===== config.mk =====
export PLATFORM = sky130hd
export DESIGN_NAME = dark_line_centroid_steering_top
export DESIGN_NICKNAME = d
export VERILOG_FILES = /design/src/sv/dlcs_pkg.sv /design/src/sv/dlcs_front.sv /design/src/sv/dlcs_queue.sv /design/src/sv/dlcs_back.sv /design/src/sv/dark_line_centroid_steering_top.sv
export VERILOG_INCLUDE_DIRS = /design/src /design/src/sv
export SDC_FILE = /design/constraint.sdc
export NUM_CORES = 2
export LEC_CHECK = 0
export BUFFER_PORTS_ARGS = -buffer_cell sky130_fd_sc_hd__buf_2
export CORE_MARGIN = 8
export CORE_UTILIZATION = 40
export DETAILED_ROUTE_END_ITERATION = 7
export PLACE_DENSITY = 0.62
export SYNTH_ARGS = -nofsm -noshare
export SYNTH_HDL_FRONTEND = slang
export SYNTH_SLANG_ARGS = --single-unit

===== constraint.sdc =====
create_clock -name clock -period 7.7 [get_ports clock]
set_clock_uncertainty 0.15 [all_clocks]
set_input_delay 0.385 -clock clock [delete_from_list [all_inputs] [get_ports clock]]
set_output_delay 0.385 -clock clock [all_outputs]
set_load 0.03 [all_outputs]

===== src/sv/dark_line_centroid_steering_top_defines.svh =====
// ----------------------------------------------------------------------------
// Assertion macros
// Shared assertion macros for the dark-line centroid steering block.
// ----------------------------------------------------------------------------
`ifndef DARK_LINE_CENTROID_STEERING_TOP_DEFINES_SVH
`define DARK_LINE_CENTROID_STEERING_TOP_DEFINES_SVH

`ifndef ASSERT_OFF
`define DLCS_ASSERT(lbl, prop, msg) \
   lbl: assert property (@(posedge clock) disable iff (reset) prop) else $error(msg);
`define DLCS_ASSERT_NEVER(lbl, expr, msg) \
   `DLCS_ASSERT(lbl, !(expr), msg)
`else
`define DLCS_ASSERT(lbl, prop, msg)
`define DLCS_ASSERT_NEVER(lbl, expr, msg)
`endif

`endif


===== src/sv/dlcs_pkg.sv =====
// ----------------------------------------------------------------------------
// dlcs_pkg
// Types, register indexes and reset values of the centroid steering block.
// ----------------------------------------------------------------------------
package dlcs_pkg;

   localparam int MAX_WIDTH_DEF  = 4096;
   localparam int MAX_HEIGHT_DEF = 4096;
   localparam int QUEUE_DEPTH    = 2;

   localparam int CSR_INDEX_W = 3;
   localparam int CSR_DATA_W  = 16;

   localparam logic [CSR_INDEX_W-1:0] CSR_IMAGE_WIDTH      = 3'd0;
   localparam logic [CSR_INDEX_W-1:0] CSR_IMAGE_HEIGHT     = 3'd1;
   localparam logic [CSR_INDEX_W-1:0] CSR_DARK_THRESHOLD   = 3'd2;
   localparam logic [CSR_INDEX_W-1:0] CSR_STEER_GAIN       = 3'd3;
   localparam logic [CSR_INDEX_W-1:0] CSR_FORWARD_SPEED    = 3'd4;
   localparam logic [CSR_INDEX_W-1:0] CSR_SEARCH_TURN_RATE = 3'd5;

   localparam logic [12:0]        RST_IMAGE_WIDTH      = 13'd640;
   localparam logic [12:0]        RST_IMAGE_HEIGHT     = 13'd480;
   localparam logic [7:0]         RST_DARK_THRESHOLD   = 8'd50;
   localparam logic [15:0]        RST_STEER_GAIN       = 16'd328;
   localparam logic [15:0]        RST_FORWARD_SPEED    = 16'd819;
   localparam logic signed [15:0] RST_SEARCH_TURN_RATE = 16'sd819;

   typedef struct packed {
      logic [7:0] red;
      logic [7:0] green;
      logic [7:0] blue;
   } req_payload_type;

   typedef struct packed {
      logic               line_found;
      logic [11:0]        centroid_x;
      logic signed [11:0] offset_error;
      logic [22:0]        dark_count;
      logic [15:0]        linear_speed;
      logic signed [23:0] angular_rate;
   } rsp_payload_type;

endpackage


===== src/sv/dlcs_front.sv =====
// ----------------------------------------------------------------------------
// dlcs_front
// Pixel intake: raster position tracking, dark test and column accumulation.
// ----------------------------------------------------------------------------
module dlcs_front #(
   parameter int MAX_WIDTH  = dlcs_pkg::MAX_WIDTH_DEF,
   parameter int MAX_HEIGHT = dlcs_pkg::MAX_HEIGHT_DEF,
   localparam int CW = $clog2(MAX_WIDTH),
   localparam int RW = $clog2(MAX_HEIGHT),
   localparam int NW = CW + RW + 1,
   localparam int SW = NW + CW
) (
   input  logic                     clock,
   input  logic                     reset,
   input  logic                     req_valid,
   output logic                     req_ready,
   input  dlcs_pkg::req_payload_type req_payload,
   input  logic [CW:0]              w_eff,
   input  logic [RW:0]              h_eff,
   input  logic [7:0]               dark_threshold,
   input  logic                     full,
   output logic                     push,
   output logic [SW+NW-1:0]         push_data
);

   logic [CW-1:0] col_ff, col_in;
   logic [RW-1:0] row_ff, row_in;
   logic [SW-1:0] sum_ff, sum_in;
   logic [NW-1:0] cnt_ff, cnt_in;

   logic          accept, row_end, frame_end, dark, in_region;
   logic [CW:0]   col_inc;
   logic [RW:0]   row_inc, band_top;
   logic [RW+2:0] h3;
   logic [SW-1:0] sum_add;
   logic [NW-1:0] cnt_add;

   assign req_ready = !full;
   assign accept    = req_valid && req_ready;

   always_comb begin
      col_inc   = {1'b0, col_ff} + {{CW{1'b0}}, 1'b1};
      row_inc   = {1'b0, row_ff} + {{RW{1'b0}}, 1'b1};
      row_end   = col_inc >= w_eff;
      frame_end = row_end && (row_inc >= h_eff);
      h3        = {2'b00, h_eff} + {1'b0, h_eff, 1'b0};
      band_top  = h3[RW+2:2];
      in_region = ({1'b0, row_ff} >= band_top) && ({1'b0, row_ff} < h_eff);
      dark      = (req_payload.red < dark_threshold) &&
                  (req_payload.green < dark_threshold) &&
                  (req_payload.blue < dark_threshold);
      if (in_region && dark) begin
         sum_add = sum_ff + SW'(col_ff);
         cnt_add = cnt_ff + {{(NW-1){1'b0}}, 1'b1};
      end else begin
         sum_add = sum_ff;
         cnt_add = cnt_ff;
      end

      col_in = col_ff;
      row_in = row_ff;
      sum_in = sum_ff;
      cnt_in = cnt_ff;
      if (accept) begin
         if (frame_end) begin
            col_in = '0;
            row_in = '0;
            sum_in = '0;
            cnt_in = '0;
         end else begin
            sum_in = sum_add;
            cnt_in = cnt_add;
            if (row_end) begin
               col_in = '0;
               row_in = row_inc[RW-1:0];
            end else begin
               col_in = col_inc[CW-1:0];
            end
         end
      end
   end

   assign push      = accept && frame_end;
   assign push_data = {sum_add, cnt_add};

   always_ff @(posedge clock) begin
      if (reset) begin
         col_ff <= '0;
         row_ff <= '0;
         sum_ff <= '0;
         cnt_ff <= '0;
      end else begin
         col_ff <= col_in;
         row_ff <= row_in;
         sum_ff <= sum_in;
         cnt_ff <= cnt_in;
      end
   end

endmodule


===== src/sv/dlcs_queue.sv =====
// ----------------------------------------------------------------------------
// dlcs_queue
// Short frame queue between pixel intake and the steering back end.
// ----------------------------------------------------------------------------
`include "dark_line_centroid_steering_top_defines.svh"

module dlcs_queue #(
   parameter int DEPTH  = dlcs_pkg::QUEUE_DEPTH,
   parameter int DATA_W = 8,
   localparam int PW = (DEPTH > 1) ? $clog2(DEPTH) : 1,
   localparam int LW = $clog2(DEPTH + 1)
) (
   input  logic              clock,
   input  logic              reset,
   input  logic              push,
   input  logic [DATA_W-1:0] push_data,
   output logic              full,
   input  logic              pop,
   output logic              not_empty,
   output logic [DATA_W-1:0] pop_data
);

   logic [DATA_W-1:0] mem [DEPTH];
   logic [PW-1:0]     wr_ptr_ff, wr_ptr_in, rd_ptr_ff, rd_ptr_in;
   logic [LW-1:0]     level_ff, level_in;

   assign full      = level_ff == LW'(DEPTH);
   assign not_empty = level_ff != '0;
   assign pop_data  = mem[rd_ptr_ff];

   always_comb begin
      wr_ptr_in = wr_ptr_ff;
      rd_ptr_in = rd_ptr_ff;
      level_in  = level_ff;
      if (push) begin
         wr_ptr_in = (wr_ptr_ff == PW'(DEPTH - 1)) ? '0 : wr_ptr_ff + PW'(1);
      end
      if (pop) begin
         rd_ptr_in = (rd_ptr_ff == PW'(DEPTH - 1)) ? '0 : rd_ptr_ff + PW'(1);
      end
      if (push && !pop) begin
         level_in = level_ff + {{(LW-1){1'b0}}, 1'b1};
      end else if (pop && !push) begin
         level_in = level_ff - {{(LW-1){1'b0}}, 1'b1};
      end
   end

   always_ff @(posedge clock) begin
      if (push) begin
         mem[wr_ptr_ff] <= push_data;
      end
   end

   always_ff @(posedge clock) begin
      if (reset) begin
         wr_ptr_ff <= '0;
         rd_ptr_ff <= '0;
         level_ff  <= '0;
      end else begin
         wr_ptr_ff <= wr_ptr_in;
         rd_ptr_ff <= rd_ptr_in;
         level_ff  <= level_in;
      end
   end

   `DLCS_ASSERT(a_queue_no_overflow, push |-> !full, "frame pushed into full queue")
   `DLCS_ASSERT_NEVER(a_queue_level, level_ff > LW'(DEPTH), "queue level beyond depth")

endmodule


===== src/sv/dlcs_back.sv =====
// ----------------------------------------------------------------------------
// dlcs_back
// Per-frame steering: centroid division, error, gain multiply, saturation.
// ----------------------------------------------------------------------------
`include "dark_line_centroid_steering_top_defines.svh"

module dlcs_back #(
   parameter int MAX_WIDTH  = dlcs_pkg::MAX_WIDTH_DEF,
   parameter int MAX_HEIGHT = dlcs_pkg::MAX_HEIGHT_DEF,
   localparam int CW  = $clog2(MAX_WIDTH),
   localparam int RW  = $clog2(MAX_HEIGHT),
   localparam int NW  = CW + RW + 1,
   localparam int SW  = NW + CW,
   localparam int STW = $clog2(CW + 1),
   localparam int PRW = CW + 16
) (
   input  logic                       clock,
   input  logic                       reset,
   input  logic                       not_empty,
   input  logic [SW+NW-1:0]           pop_data,
   output logic                       pop,
   input  logic [CW-1:0]              half_width,
   input  logic [15:0]                steer_gain,
   input  logic [15:0]                forward_speed,
   input  logic signed [15:0]         search_turn_rate,
   output logic                       rsp_valid,
   input  logic                       rsp_ready,
   output dlcs_pkg::rsp_payload_type  rsp_payload
);

   localparam logic [2:0] ST_IDLE = 3'd0;
   localparam logic [2:0] ST_DIV  = 3'd1;
   localparam logic [2:0] ST_ERR  = 3'd2;
   localparam logic [2:0] ST_MUL  = 3'd3;
   localparam logic [2:0] ST_FIN  = 3'd4;

   logic [2:0]         state_ff, state_in;
   logic [SW-1:0]      rem_ff, rem_in, dsh_ff, dsh_in;
   logic [NW-1:0]      den_ff, den_in;
   logic [CW-1:0]      quo_ff, quo_in;
   logic [STW-1:0]     step_ff, step_in;
   logic signed [CW:0] err_ff, err_in;
   logic [CW-1:0]      mag_ff, mag_in;
   logic [PRW-1:0]     prod_ff, prod_in;
   logic               rsp_valid_ff, rsp_valid_in;
   dlcs_pkg::rsp_payload_type rsp_data_ff, rsp_data_in;

   logic               ge, found, err_pos, slot_free;
   logic signed [CW:0] diff;
   logic [63:0]        cen64, cnt64;
   logic signed [31:0] err32;
   logic [47:0]        p48;
   logic [43:0]        qv;
   logic [23:0]        qs, ang;
   dlcs_pkg::rsp_payload_type result;

   assign slot_free = !rsp_valid_ff || rsp_ready;

   always_comb begin
      ge   = rem_ff >= dsh_ff;
      diff = $signed({1'b0, quo_ff}) - $signed({1'b0, half_width});

      found   = den_ff != '0;
      err_pos = !err_ff[CW] && (err_ff != '0);
      cen64   = 64'(quo_ff);
      cnt64   = 64'(den_ff);
      err32   = 32'(err_ff);
      p48     = 48'(prod_ff) + 48'd8;
      qv      = p48[47:4];
      qs      = (qv > 44'd8388608) ? 24'h800000 : qv[23:0];
      if (err_pos) begin
         ang = -qs;
      end else begin
         ang = (qs > 24'h7FFFFF) ? 24'h7FFFFF : qs;
      end

      if (found) begin
         result.line_found   = 1'b1;
         result.centroid_x   = (cen64 > 64'd4095) ? 12'd4095 : cen64[11:0];
         if (err32 > 32'sd2047) begin
            result.offset_error = 12'sd2047;
         end else if (err32 < -32'sd2048) begin
            result.offset_error = -12'sd2048;
         end else begin
            result.offset_error = err32[11:0];
         end
         result.dark_count   = (cnt64 > 64'd8388607) ? 23'h7FFFFF : cnt64[22:0];
         result.linear_speed = forward_speed;
         result.angular_rate = ang;
      end else begin
         result.line_found   = 1'b0;
         result.centroid_x   = '0;
         result.offset_error = '0;
         result.dark_count   = '0;
         result.linear_speed = '0;
         result.angular_rate = {{8{search_turn_rate[15]}}, search_turn_rate};
      end

      state_in     = state_ff;
      rem_in       = rem_ff;
      dsh_in       = dsh_ff;
      den_in       = den_ff;
      quo_in       = quo_ff;
      step_in      = step_ff;
      err_in       = err_ff;
      mag_in       = mag_ff;
      prod_in      = prod_ff;
      rsp_data_in  = rsp_data_ff;
      rsp_valid_in = rsp_valid_ff && !rsp_ready;
      pop          = 1'b0;

      case (state_ff)
         ST_IDLE: begin
            if (not_empty) begin
               pop      = 1'b1;
               rem_in   = pop_data[SW+NW-1:NW];
               den_in   = pop_data[NW-1:0];
               dsh_in   = SW'(pop_data[NW-1:0]) << (CW - 1);
               quo_in   = '0;
               step_in  = STW'(CW - 1);
               state_in = ST_DIV;
            end
         end
         ST_DIV: begin
            rem_in  = ge ? rem_ff - dsh_ff : rem_ff;
            quo_in  = CW'({quo_ff, ge});
            dsh_in  = dsh_ff >> 1;
            step_in = step_ff - {{(STW-1){1'b0}}, 1'b1};
            if (step_ff == '0) begin
               state_in = ST_ERR;
            end
         end
         ST_ERR: begin
            err_in   = diff;
            mag_in   = diff[CW] ? CW'(-diff) : diff[CW-1:0];
            state_in = ST_MUL;
         end
         ST_MUL: begin
            prod_in  = PRW'(mag_ff) * PRW'(steer_gain);
            state_in = ST_FIN;
         end
         ST_FIN: begin
            if (slot_free) begin
               rsp_data_in  = result;
               rsp_valid_in = 1'b1;
               state_in     = ST_IDLE;
            end
         end
         default: begin
            state_in = ST_IDLE;
         end
      endcase
   end

   always_ff @(posedge clock) begin
      if (reset) begin
         state_ff     <= ST_IDLE;
         rsp_valid_ff <= 1'b0;
      end else begin
         state_ff     <= state_in;
         rsp_valid_ff <= rsp_valid_in;
      end
      rem_ff      <= rem_in;
      dsh_ff      <= dsh_in;
      den_ff      <= den_in;
      quo_ff      <= quo_in;
      step_ff     <= step_in;
      err_ff      <= err_in;
      mag_ff      <= mag_in;
      prod_ff     <= prod_in;
      rsp_data_ff <= rsp_data_in;
   end

   assign rsp_valid   = rsp_valid_ff;
   assign rsp_payload = rsp_data_ff;

   `DLCS_ASSERT(a_div_done, (state_ff == ST_DIV && step_ff == '0) |=> (state_ff == ST_ERR), "divider overran its step count")
   `DLCS_ASSERT(a_search_beat, (rsp_valid_ff && !rsp_data_ff.line_found) |-> (rsp_data_ff.linear_speed == '0 && rsp_data_ff.dark_count == '0), "search beat carries speed or count")
   `DLCS_ASSERT(a_fin_wait, (state_ff == ST_FIN && rsp_valid_ff && !rsp_ready) |=> (state_ff == ST_FIN && $stable(rsp_data_ff)), "result overwritten while stalled")

endmodule


===== src/sv/dark_line_centroid_steering_top.sv =====
// ----------------------------------------------------------------------------
// dark_line_centroid_steering_top
// Line-follower steering from a raster RGB pixel stream.
// Pixels arrive on the req_ channel as valid/ready beats, one per cycle, in
// raster order; the block tracks column and row from image_width/height.
// After the last pixel of each frame one beat leaves on the rsp_ channel with
// the dark-pixel centroid, error, count, forward speed and turn rate.
// Throughput: one pixel per cycle while the queue is not full. The frame ends
// are held in a two-entry queue; the back end takes one frame at a time (one
// quotient bit per cycle in the shift-subtract divider, then error, multiply
// and output), so req_ready falls only when two frames are waiting.
// A stall on rsp_ready holds the result register; the divider still works on
// the next frame and pixel intake goes on until the queue fills.
// Reset clears the position counters, accumulators and queue and restores
// all csr_ registers to their defaults. csr_ writes take effect at once and
// are meant for idle periods.
// ----------------------------------------------------------------------------
module dark_line_centroid_steering_top #(
   parameter int MAX_WIDTH  = dlcs_pkg::MAX_WIDTH_DEF,
   parameter int MAX_HEIGHT = dlcs_pkg::MAX_HEIGHT_DEF
) (
   input  logic                                clock,
   input  logic                                reset,
   input  logic                                req_valid,
   output logic                                req_ready,
   input  dlcs_pkg::req_payload_type           req_payload,
   output logic                                rsp_valid,
   input  logic                                rsp_ready,
   output dlcs_pkg::rsp_payload_type           rsp_payload,
   input  logic                                csr_we,
   input  logic [dlcs_pkg::CSR_INDEX_W-1:0]    csr_index,
   input  logic [dlcs_pkg::CSR_DATA_W-1:0]     csr_wdata
);

   localparam int CW  = $clog2(MAX_WIDTH);
   localparam int RW  = $clog2(MAX_HEIGHT);
   localparam int NW  = CW + RW + 1;
   localparam int SW  = NW + CW;
   localparam int DWW = (CW + 1 > 13) ? CW + 1 : 13;
   localparam int DHW = (RW + 1 > 13) ? RW + 1 : 13;

   logic [12:0]        image_width_ff, image_width_in;
   logic [12:0]        image_height_ff, image_height_in;
   logic [7:0]         dark_threshold_ff, dark_threshold_in;
   logic [15:0]        steer_gain_ff, steer_gain_in;
   logic [15:0]        forward_speed_ff, forward_speed_in;
   logic signed [15:0] search_turn_rate_ff, search_turn_rate_in;

   logic [DWW-1:0]     w_ext;
   logic [DHW-1:0]     h_ext;
   logic [CW:0]        w_eff;
   logic [RW:0]        h_eff;

   logic               push, pop, full, not_empty;
   logic [SW+NW-1:0]   push_data, pop_data;

   always_comb begin
      image_width_in      = image_width_ff;
      image_height_in     = image_height_ff;
      dark_threshold_in   = dark_threshold_ff;
      steer_gain_in       = steer_gain_ff;
      forward_speed_in    = forward_speed_ff;
      search_turn_rate_in = search_turn_rate_ff;
      if (csr_we) begin
         case (csr_index)
            dlcs_pkg::CSR_IMAGE_WIDTH:      image_width_in      = csr_wdata[12:0];
            dlcs_pkg::CSR_IMAGE_HEIGHT:     image_height_in     = csr_wdata[12:0];
            dlcs_pkg::CSR_DARK_THRESHOLD:   dark_threshold_in   = csr_wdata[7:0];
            dlcs_pkg::CSR_STEER_GAIN:       steer_gain_in       = csr_wdata;
            dlcs_pkg::CSR_FORWARD_SPEED:    forward_speed_in    = csr_wdata;
            dlcs_pkg::CSR_SEARCH_TURN_RATE: search_turn_rate_in = csr_wdata;
            default: begin
            end
         endcase
      end
   end

   always_ff @(posedge clock) begin
      if (reset) begin
         image_width_ff      <= dlcs_pkg::RST_IMAGE_WIDTH;
         image_height_ff     <= dlcs_pkg::RST_IMAGE_HEIGHT;
         dark_threshold_ff   <= dlcs_pkg::RST_DARK_THRESHOLD;
         steer_gain_ff       <= dlcs_pkg::RST_STEER_GAIN;
         forward_speed_ff    <= dlcs_pkg::RST_FORWARD_SPEED;
         search_turn_rate_ff <= dlcs_pkg::RST_SEARCH_TURN_RATE;
      end else begin
         image_width_ff      <= image_width_in;
         image_height_ff     <= image_height_in;
         dark_threshold_ff   <= dark_threshold_in;
         steer_gain_ff       <= steer_gain_in;
         forward_speed_ff    <= forward_speed_in;
         search_turn_rate_ff <= search_turn_rate_in;
      end
   end

   // zero reads as one, oversize as the maximum
   always_comb begin
      w_ext = DWW'(image_width_ff);
      h_ext = DHW'(image_height_ff);
      if (w_ext == '0) begin
         w_eff = (CW+1)'(1);
      end else if (w_ext > DWW'(MAX_WIDTH)) begin
         w_eff = (CW+1)'(MAX_WIDTH);
      end else begin
         w_eff = w_ext[CW:0];
      end
      if (h_ext == '0) begin
         h_eff = (RW+1)'(1);
      end else if (h_ext > DHW'(MAX_HEIGHT)) begin
         h_eff = (RW+1)'(MAX_HEIGHT);
      end else begin
         h_eff = h_ext[RW:0];
      end
   end

   dlcs_front #(
      .MAX_WIDTH  (MAX_WIDTH),
      .MAX_HEIGHT (MAX_HEIGHT)
   ) u_front (
      .clock          (clock),
      .reset          (reset),
      .req_valid      (req_valid),
      .req_ready      (req_ready),
      .req_payload    (req_payload),
      .w_eff          (w_eff),
      .h_eff          (h_eff),
      .dark_threshold (dark_threshold_ff),
      .full           (full),
      .push           (push),
      .push_data      (push_data)
   );

   dlcs_queue #(
      .DEPTH  (dlcs_pkg::QUEUE_DEPTH),
      .DATA_W (SW + NW)
   ) u_queue (
      .clock     (clock),
      .reset     (reset),
      .push      (push),
      .push_data (push_data),
      .full      (full),
      .pop       (pop),
      .not_empty (not_empty),
      .pop_data  (pop_data)
   );

   dlcs_back #(
      .MAX_WIDTH  (MAX_WIDTH),
      .MAX_HEIGHT (MAX_HEIGHT)
   ) u_back (
      .clock            (clock),
      .reset            (reset),
      .not_empty        (not_empty),
      .pop_data         (pop_data),
      .pop              (pop),
      .half_width       (w_eff[CW:1]),
      .steer_gain       (steer_gain_ff),
      .forward_speed    (forward_speed_ff),
      .search_turn_rate (search_turn_rate_ff),
      .rsp_valid        (rsp_valid),
      .rsp_ready        (rsp_ready),
      .rsp_payload      (rsp_payload)
   );

endmodule


==> flow_summary.yaml <==
clocking:
  cts_tree: "yes"
  clock_path_buffers: 3
  cts_buffers: 60
  clock_latency_ns: 0.65
  htreeDepth: 2
  path_clk_slew_ns: 0.06
  cts_num_sinks: 552
  root_buffer: "clkbuf_16"
die:
  core_sq_um: 85100
  ios: 138
  start_util_pct: 40.3
  die_h_um: 309
  fp.dieW_um: 309
  rows: 107
  dieArea_sq_um: 95500
route:
  viasPerCell: 5.31
  wl_per_cell_um: 18.2
  drc: 0
  dr.pass1.iters: 5
  drtIter0Drc: 1693
  routed-via-count: 25200
  wirelength_um: 86500
  ant_nets: 0
power_and_ir_drop:
  p_leak_nw: 15.5
  combPwrFrac_pct: 39.1
  p_int_mw: 7.52
  swShare_pct: 36.8
  power.total_mw: 11.9
  powerDensity_nw_per_um2: 309
  pwr-share-clk_pct: 26.0
  p_seq_share_pct: 34.9
  power.switching_mw: 4.38
  max-vdd-ir-drop_mv: 0.252
sta:
  fin_tns_setup_ns: 0
  min_period_ns: 6.46
  finalHoldViolCount: 0
  fmax_mhz: 155
  period_share_pct: 83.9
  setup-violations-final: 0
  rsz0062_at_grt: "false"
  worst_slack_ns: 1.24
  slew_headroom_pct: 26.1
  report.final.slew_viol_count: 0
  tightest_slew_ns: 1.11
synthesis:
  synth-seq-area-share_pct: 43.1
  synth-main-ff-cell: "edfxtp_1"
  synth_compound_area_share_pct: 12.3
  yosysWarningCount: 0
  synth_top_area_cell: "edfxtp_1"
  synth_cell_types: 87
  avgSynthCellArea_sq_um: 9.93
  synth_mux_area_share_pct: 2.23
  synth_top_family_by_area: "simple AND/OR/NAND/NOR gates"
  yosys.area_share.simple_pct: 16.4
  synth_top_area_share_pct: 32.8
  synthesis.nets: 3864
  synthArstFlopShare_pct: 0
  syn_area_sq_um: 34400
  synth-edff-count: 375
  ys_ff_latch: 552
  synth_area_leaders: "edfxtp_1 33%, dfxtp_1 10%, fa_1 8.4%"
  syn-instance-count: 3459
  synth_xor_area_share_pct: 5.10
  synthAdderAreaFrac_pct: 16.1
layout:
  drive_above_1_share_pct: 9.96
  fill_cells: 8114
  area_growth_syn_to_layout_pct: 12.0
  nets: 3956
  final_util_pct: 45.2
hold_path:
  min_from: "csr_index[1]"
  hold_end: "image_width_ff[5]"
  hold_class: "in2reg"
  min_path_cells: 5
setup_path:
  worstSetupPathType: "reg2reg"
  endpoint_kind: "flop"
  start_kind: "flop"
  rr_endpoint: "u_back.prod_ff[27]"
  reg2reg_slack_ns: 1.24
  reg2reg_from: "u_back.mag_ff[11]"
  r2r_cells: 20
  crit_arrival_ns: 6.66
  cp_max_fo: 16
  critical_path_required_ns: 7.90
placed_design:
  gp_congestion: 0.872
  dp_hpwl_um: 62500
  dp_slack_ns: 1.26
  portBuffers: 137
global_route:
  grt_overflow: 0
  grt_pass1_wl_um: 136000
  grt_pass1_vias: 24300
  grt_max_degree: 82
  grt_use_total_pct: 17.6
  antenna_found_initial: 2
outcome:
  status: "finished, final reports clean"
job:
  cap_viol_max_count: 0
## sequential cells by signal, indices dropped and copies added, names as in the netlist, 3 cells and up, named ones only
| signal | cells |
|---|---|
| image_width_ff | 13 |
| u_back.state_ff | 3 |
| u_back.rsp_payload | 88 |
| u_back.mag_ff | 12 |
| u_back.err_ff | 12 |
| steer_gain_ff | 16 |
| u_front.cnt_ff | 25 |
| u_back.quo_ff | 12 |
| u_back.rem_ff | 37 |
| u_back.prod_ff | 25 |
| u_front.sum_ff | 37 |
| dark_threshold_ff | 8 |
| u_front.col_ff | 12 |
| h_ext | 13 |
| search_turn_rate_ff | 16 |
| u_front.row_ff | 12 |
| u_back.dsh_ff | 36 |
| u_queue.mem | 124 |
| u_back.den_ff | 25 |
| u_back.step_ff | 4 |
| forward_speed_ff | 16 |
## layout by cell type (no fill, tap or decap), drive strengths merged, types with 50 or more instances in the layout
cell type,n
clkbuf,74
nand2,484
and3,50
nand3,95
nor2,171
a21oi,250
xor2,67
dfxtp,177
buf,166
o21ai,155
edfxtp,375
ha,213
inv,279
fa,144
and2,111
xnor2,133
## routing by layer
layer / track usage (%) / routed length [um] / vias to the layer above
li1: - / - / 12300
met1: 25.2 / 41200 / 12300
met2: 27.5 / 38300 / 564
met3: 3.69 / 5460 / 98
met4: 3.92 / 1620 / 0
met5: 0 / 0 / -
## cell usage after synthesis, types with 8 or more instances
master	instances
fa_1	144
xnor2_1	133
a31oi_1	47
and2_1	111
o21ai_0	151
mux2i_1	36
edfxtp_1	375
inv_1	270
buf_1	9
nor2b_1	28
o31ai_1	42
dfxtp_1	177
nor3_1	42
a21o_1	47
nor4_1	24
nand2b_1	37
nand3b_1	8
a22o_1	15
nor2_1	171
or3_1	47
or2_2	13
clkbuf_1	129
o21a_1	16
ha_1	213
nand3_1	95
a21oi_1	250
and3_1	50
nand2_1	482
buf_2	14
mux2_2	36
a211oi_1	24
xor2_1	67
a311oi_1	8
nand4_1	20
o211ai_1	9
## power groups by stage
stage | Sequential [mW] | Clock (mW) | Combinational [mW]
final | 4.15 | 3.09 | 4.65
after global routing | 4.20 | 3.27 | 5.19
after CTS | 4.15 | 3.17 | 4.65
after detailed placement | 4.21 | 0 | 4.60
after global placement | 4.20 | 0 | 4.56
after floorplan | 4.09 | 0 | 3.51
## what timing repair did
action,CTS,global route
endpoints found under the hold margin,79,0
buffers inserted,0,0
hold buffers,18,0
resized for setup,0,0
## how the worst max path moves through the flow
stage | from | to
final | u_back.mag_ff[11] | u_back.prod_ff[27]
after global routing | h_ext[12] | u_front.cnt_ff[18]
after CTS | h_ext[12] | u_front.cnt_ff[18]
after detailed placement | h_ext[12] | u_front.cnt_ff[18]
after global placement | u_back.mag_ff[11] | u_back.prod_ff[27]
after floorplan | u_front.col_ff[1] | u_queue.mem[0][0]
## area by class of cell
class	instances	area [sq um]	area share (%)
diodes	1	2.50	0.00651
clock buffers	74	1650	4.28
clock inverters	40	498	1.29
inverters	271	1020	2.64
multi-input cells	2482	18000	46.7
flip-flops and latches	552	14800	38.5
well taps	1144	1430	3.72
repair buffers	184	1090	2.82
## worst max-delay path: stages (launching register included)
cell       delay [ns]
edfxtp_1         0.73
nand2_1          0.16
fa_1             0.56
inv_1            0.05
fa_1             0.54
inv_1            0.06
fa_1             0.54
inv_1            0.06
fa_1             0.53
inv_1            0.05
fa_1             0.52
inv_1            0.04
ha_1             0.33
and4_1           0.24
nand3_1          0.07
a2111oi_0        0.72
o21ai_0          0.26
a21oi_1          0.20
o21ai_0          0.12
a21oi_1          0.16
a31oi_1          0.05
## per-stage QoR
stage / instances / area, sq um / hold slack, ns
after detailed placement: 4615 / 36100 / 0.293
after floorplan: 3459 / 34400 / 0.282
after CTS: 4747 / 38500 / 0.113
final: 4748 / 38500 / 0.150
after global routing: 4747 / 38500 / 0.173
after global placement: 4615 / 36100 / 0.288
## cell families (layout without fill, tap and decap cells)
family | Yosys count | in the layout
adders and majority gates | 357 | 357
xor gates and xnor gates | 200 | 200
DFF | 552 | 552
and+or+nand+nor | 1167 | 1167
AOI/OAI and AO/OA | 686 | 686
other | 0 | 1
buffers and inverters | 425 | 569
muxes | 72 | 72
Note: power is estimated with default switching activity, not from simulation.
